## config.mk

```make
export PLATFORM = sky130hd
export DESIGN_NAME = fwcb_ctrl
export DESIGN_NICKNAME = d
export VERILOG_FILES = /design/src/hw/rtl/fwcb_pkg.sv /design/src/hw/rtl/fwcb_ctrl.sv
export SDC_FILE = /design/constraint.sdc
export NUM_CORES = 1
export LEC_CHECK = 0
export CORE_AREA = 8 8 45 47
export CTS_CLUSTER_DIAMETER = 60
export DETAILED_ROUTE_END_ITERATION = 6
export DIE_AREA = 0 0 53 55
export DONT_BUFFER_PORTS = 1
export GPL_TIMING_DRIVEN = 1
export MAX_ROUTING_LAYER = met4
export PLACE_DENSITY = 0.3
export SLEW_MARGIN = 25
export SYNTH_ARGS = -nofsm -noshare
export SYNTH_HDL_FRONTEND = slang
export SYNTH_SLANG_ARGS = --single-unit
```

## constraint.sdc

```tcl
create_clock -name clk_i -period 1.5 [get_ports clk_i]
set_clock_uncertainty 0.15 [all_clocks]
set_input_delay 0.375 -clock clk_i [delete_from_list [all_inputs] [get_ports clk_i]]
set_output_delay 0.375 -clock clk_i [all_outputs]
set_load 0.01 [all_outputs]
```

## src/hw/rtl/fwcb_pkg.sv

```systemverilog
// ----------------------------------------------------------------------------
// fwcb_pkg
// Shared constants, codes and controller/datapath types of the failure window
// circuit breaker.
// ----------------------------------------------------------------------------
`timescale 1ns / 1ps
`default_nettype none

package fwcb_pkg;

  localparam int unsigned AGENT_COUNT   = 16;
  localparam int unsigned FAILURE_SLOTS = 8;

  localparam int unsigned AGENT_W  = (AGENT_COUNT > 1) ? $clog2(AGENT_COUNT) : 1;
  localparam int unsigned AIDX_W   = (AGENT_W > 4) ? AGENT_W : 4;
  localparam int unsigned SLOT_W   = (FAILURE_SLOTS > 1) ? $clog2(FAILURE_SLOTS) : 1;
  localparam int unsigned CNT_W    = $clog2(FAILURE_SLOTS + 1);
  localparam int unsigned SUM_W    = SLOT_W + 2;
  localparam int unsigned TH_W     = (CNT_W > 4) ? CNT_W : 4;
  localparam int unsigned MEM_AW   = AGENT_W + SLOT_W;
  localparam int unsigned MEM_DEPTH = 1 << MEM_AW;

  localparam int unsigned TIME_W   = 32;
  localparam int unsigned THR_W    = 4;
  localparam int unsigned APB_AW   = 4;
  localparam int unsigned APB_DW   = 32;
  localparam int unsigned IN_TDATA_W  = 40;
  localparam int unsigned OUT_TDATA_W = 40;

  localparam logic [TIME_W-1:0] WINDOW_RESET   = 32'd60000;
  localparam logic [THR_W-1:0]  THRESH_RESET   = 4'd3;
  localparam logic [TIME_W-1:0] COOLDOWN_RESET = 32'd30000;

  localparam logic [1:0] REG_WINDOW   = 2'd0;
  localparam logic [1:0] REG_THRESH   = 2'd1;
  localparam logic [1:0] REG_COOLDOWN = 2'd2;

  localparam logic [1:0] CMD_SUCCESS = 2'd0;
  localparam logic [1:0] CMD_FAILURE = 2'd1;

  typedef enum logic [2:0] {
    ST_IDLE,
    ST_PRUNE_RD,
    ST_PRUNE_CHK,
    ST_UPDATE,
    ST_RESULT
  } fsm_state_e;

  typedef struct packed {
    logic load;
    logic prune_rd;
    logic prune_step;
    logic update;
    logic result_load;
  } dp_cmd_t;

  typedef struct packed {
    logic skip_prune;
    logic expired;
    logic out_free;
  } dp_sts_t;

endpackage

`default_nettype wire

```

## src/hw/rtl/fwcb_ctrl.sv

```systemverilog
// ----------------------------------------------------------------------------
// fwcb_ctrl
// Sequencer for one item: load agent entry, prune expired failures one at a
// time, apply the command, then hand the result to the output register.
// ----------------------------------------------------------------------------
`timescale 1ns / 1ps
`default_nettype none

module fwcb_ctrl (
  input  wire                logic            clk_i,
  input  wire                logic            rst_ni,
  input  wire                logic            in_valid_i,
  output logic                                in_ready_o,
  input  fwcb_pkg::dp_sts_t                   sts_i,
  output fwcb_pkg::dp_cmd_t                   cmd_o
);

  fwcb_pkg::fsm_state_e state_q, state_d;

  always_ff @(posedge clk_i or negedge rst_ni) begin
    if (!rst_ni) begin
      state_q <= fwcb_pkg::ST_IDLE;
    end else begin
      state_q <= state_d;
    end
  end

  always_comb begin
    state_d = state_q;
    unique case (state_q)
      fwcb_pkg::ST_IDLE: begin
        if (in_valid_i) begin
          state_d = fwcb_pkg::ST_PRUNE_RD;
        end
      end
      fwcb_pkg::ST_PRUNE_RD: begin
        if (sts_i.skip_prune) begin
          state_d = fwcb_pkg::ST_UPDATE;
        end else begin
          state_d = fwcb_pkg::ST_PRUNE_CHK;
        end
      end
      fwcb_pkg::ST_PRUNE_CHK: begin
        if (sts_i.expired) begin
          state_d = fwcb_pkg::ST_PRUNE_RD;
        end else begin
          state_d = fwcb_pkg::ST_UPDATE;
        end
      end
      fwcb_pkg::ST_UPDATE: begin
        state_d = fwcb_pkg::ST_RESULT;
      end
      fwcb_pkg::ST_RESULT: begin
        if (sts_i.out_free) begin
          state_d = fwcb_pkg::ST_IDLE;
        end
      end
      default: begin
        state_d = fwcb_pkg::ST_IDLE;
      end
    endcase
  end

  always_comb begin
    in_ready_o = 1'b0;
    cmd_o      = '0;
    unique case (state_q)
      fwcb_pkg::ST_IDLE: begin
        in_ready_o = 1'b1;
        cmd_o.load = in_valid_i;
      end
      fwcb_pkg::ST_PRUNE_RD: begin
        cmd_o.prune_rd = ~sts_i.skip_prune;
      end
      fwcb_pkg::ST_PRUNE_CHK: begin
        cmd_o.prune_step = sts_i.expired;
      end
      fwcb_pkg::ST_UPDATE: begin
        cmd_o.update = 1'b1;
      end
      fwcb_pkg::ST_RESULT: begin
        cmd_o.result_load = sts_i.out_free;
      end
      default: begin
        in_ready_o = 1'b0;
      end
    endcase
  end

endmodule

`default_nettype wire

```

==> metrics.cfg <==
[outcome]
status=finished with violations
violations=negative setup slack

[worst_setup_path]
crit_slowest_cell=dfrtp_1
critPathMaxStageDelay_ns=0.40
reg2reg_slack_ns=0.04
critPathBufInv=1
end_kind=output pin
critPathKind=reg -> out
cp_top_family=flip-flops
required_ns=0.97
critPathArrivalTime_ns=1.14
cp-start-kind=register
cp_max_fo=4
crit_chain=buf_6 > nor3_4 > and2_4

[grt]
grt_usage_pct=5.355
grt_pass1_wl_mm=1.083
grt.overflow.total=0
first_global_vias=219
grt_max_degree=7
antenna_found_initial=0

[cells_and_area]
ff_latch_area_sq_um=77.57
stdcell_count=49
top_register=state_q
area_growth_pct=100.7
filler_cell_count=157
final_util_pct=27.40
layout.nets=40
largest_reg_flops=3
reg_top3=state_q (3)
layout-drive-gt1-share_pct=78.79
diodes=0
multi_input_area_sq_um=148.9

[routing]
routed_via_density=4.122
first_pass_iters=2
drtAntennaViolNets=0
drc=0
detail_route.wl_per_cell_microns=14.08
drt-initial-drc-count=2
totalWireLength_microns=690
vias=202

[clocking]
clk_latency_ns=0.23
numCtsBuffers=3
cts_tree=done
clk_pin_slew_ns=0.04
cts.htree.levels=1
cts_buffer_depth=2
cts_root_buf=clkbuf_4
clkSinkCount=3

[job]
max-cap-violations=0

[die]
fp.dieH_microns=55
core_sq_mm=0.001384
row_count=14
start_util_pct=13.65
die_x_microns=53
dieArea_sq_mm=0.002915
pin_count=12

[synth]
netlist_area_sq_um=188.9
netlist_top_cells_area=dfrtp_1, nor3_1, and4bb_2
synthesis.nets=25
synthMuxAreaShare_pct=0
synth_top_area_share_pct=39.74
synthSimpleGateAreaFrac_pct=47.02
syn_avg_cell_area_sq_um=9.944
yosysWarnings=0
synth_top_family_by_area=simple AND/OR/NAND/NOR gates
synth_top_area_cell=dfrtp_1
synth-adder-area-share_pct=0
synth-compound-area-share_pct=9.272
synth_cell_types=15
ys_seq_area_share_pct=39.74
synth_xor_area_share_pct=0
syn_inst=19
ys_ff_latch=3

[power]
power_uw=886.0
leakagePower_nw=0.1614
max-vdd-ir-drop_uv=506.0
cellPowerDensity_mw_per_mm2=2337

[sta]
min_period_ns=1.663
relSlewSlack_pct=84.48
min_period_over_period_pct=110.8
setup_violations=6
rsz0062_at_grt=yes
hold_ws_ns=0.1745
hold_viol_final=0
fin_ws_ns=-0.1627
setup-tns-final_ns=-0.6801
worst_pin_slew_ns=0.2296
maxSlewViolCount=0
max_freq_mhz=601.4

[place]
dp_hpwl_microns=465.9
routabilityCongestion=0.7074
numPortBuffers=0
dp_cells=39

[worst_hold_path]
hp-class=in -> reg

## through the flow
step                setup WS [ns]  instance area, sq um
global route              -0.2147                 379.1
detailed placement      0.0008842                 249.0
floorplan                 0.05929                 198.9
finish                    -0.1627                 379.1
global placement         0.003258                 249.0
CTS                       -0.1764                 367.9
## path summary, 6_finish.rpt
check                                       start                      to  cells after the start
max in group asynchronous                  rst_ni  state_q[2]$_DFFE_PN0P_                      1
min                                      sts_i[1]  state_q[1]$_DFFE_PN0P_                      2
min reg2reg                state_q[2]$_DFFE_PN0P_  state_q[1]$_DFFE_PN0P_                      2
max reg2reg                state_q[2]$_DFFE_PN0P_  state_q[1]$_DFFE_PN0P_                      4
min in group asynchronous                  rst_ni  state_q[1]$_DFFE_PN0P_                      1
max                        state_q[0]$_DFFE_PN0P_                cmd_o[4]                      3
## per-layer routing
| layer | vias to the layer above | GRT usage (%) | wire [microns] |
|---|---|---|---|
| li1 | 98 | - | - |
| met1 | 101 | 6.402 | 285 |
| met2 | 3 | 7.422 | 392 |
| met3 | 0 | 1.604 | 13 |
| met4 | 0 | 3.879 | 0 |
| met5 | - | - | 0 |
## synthesized netlist by cell type (all sizes together)
library cell  n
o21ai         1
nor3          3
nand2         1
nand3b        1
and2          1
or2b          1
or2           1
a21oi         1
dfrtp         3
buf           1
nor4b         1
or4b          1
and4bb        1
and3b         1
o21bai        1
## cells by family after synthesis
logic type | count (synthesis)
simple gates | 12
flops | 3
compound gates | 3
buf+inv | 1
## repair_timing
item                       in CTS  in global routing
resized for setup              10                  5
hold buffers                    1                  0
buffers inserted                6                  0
setup endpoints to repair       6                  7
pin swaps                       5                  4
hold endpoints to repair        3                  0
## cell usage in the layout, fill, tap and decap left out, types with 2 or more instances in the layout
| master | netlist | final |
|---|---|---|
| buf_4 | 1 | 5 |
| clkbuf_4 | 0 | 3 |
| buf_6 | 0 | 3 |
| nor3_4 | 0 | 2 |
| dfrtp_2 | 0 | 2 |
## power breakdown
part           switching (mW)  internal (mW)  total, mW
combinational           0.222          0.338      0.560
clock                  0.0403         0.0996      0.140
sequential             0.0608          0.125      0.186
total                   0.323          0.563      0.886
## layout make-up
cell class / instances / share of cell area, %
Clock buffer: 4 / 6.931
Multi-Input combinational cell: 15 / 39.27
Sequential cell: 3 / 20.46
Tap cell: 16 / 5.281
Timing Repair Buffer: 11 / 28.05
## worst register-to-register path: cells and delay by family (launching register included)
kind                   cells  cell delay [ns]
flip-flops                 1             0.42
AO/OA/AOI/OAI              1             0.07
buffers and inverters      2             0.27
AND/OR/NAND/NOR            1             0.47
Note: power is estimated with default switching activity, not from simulation.
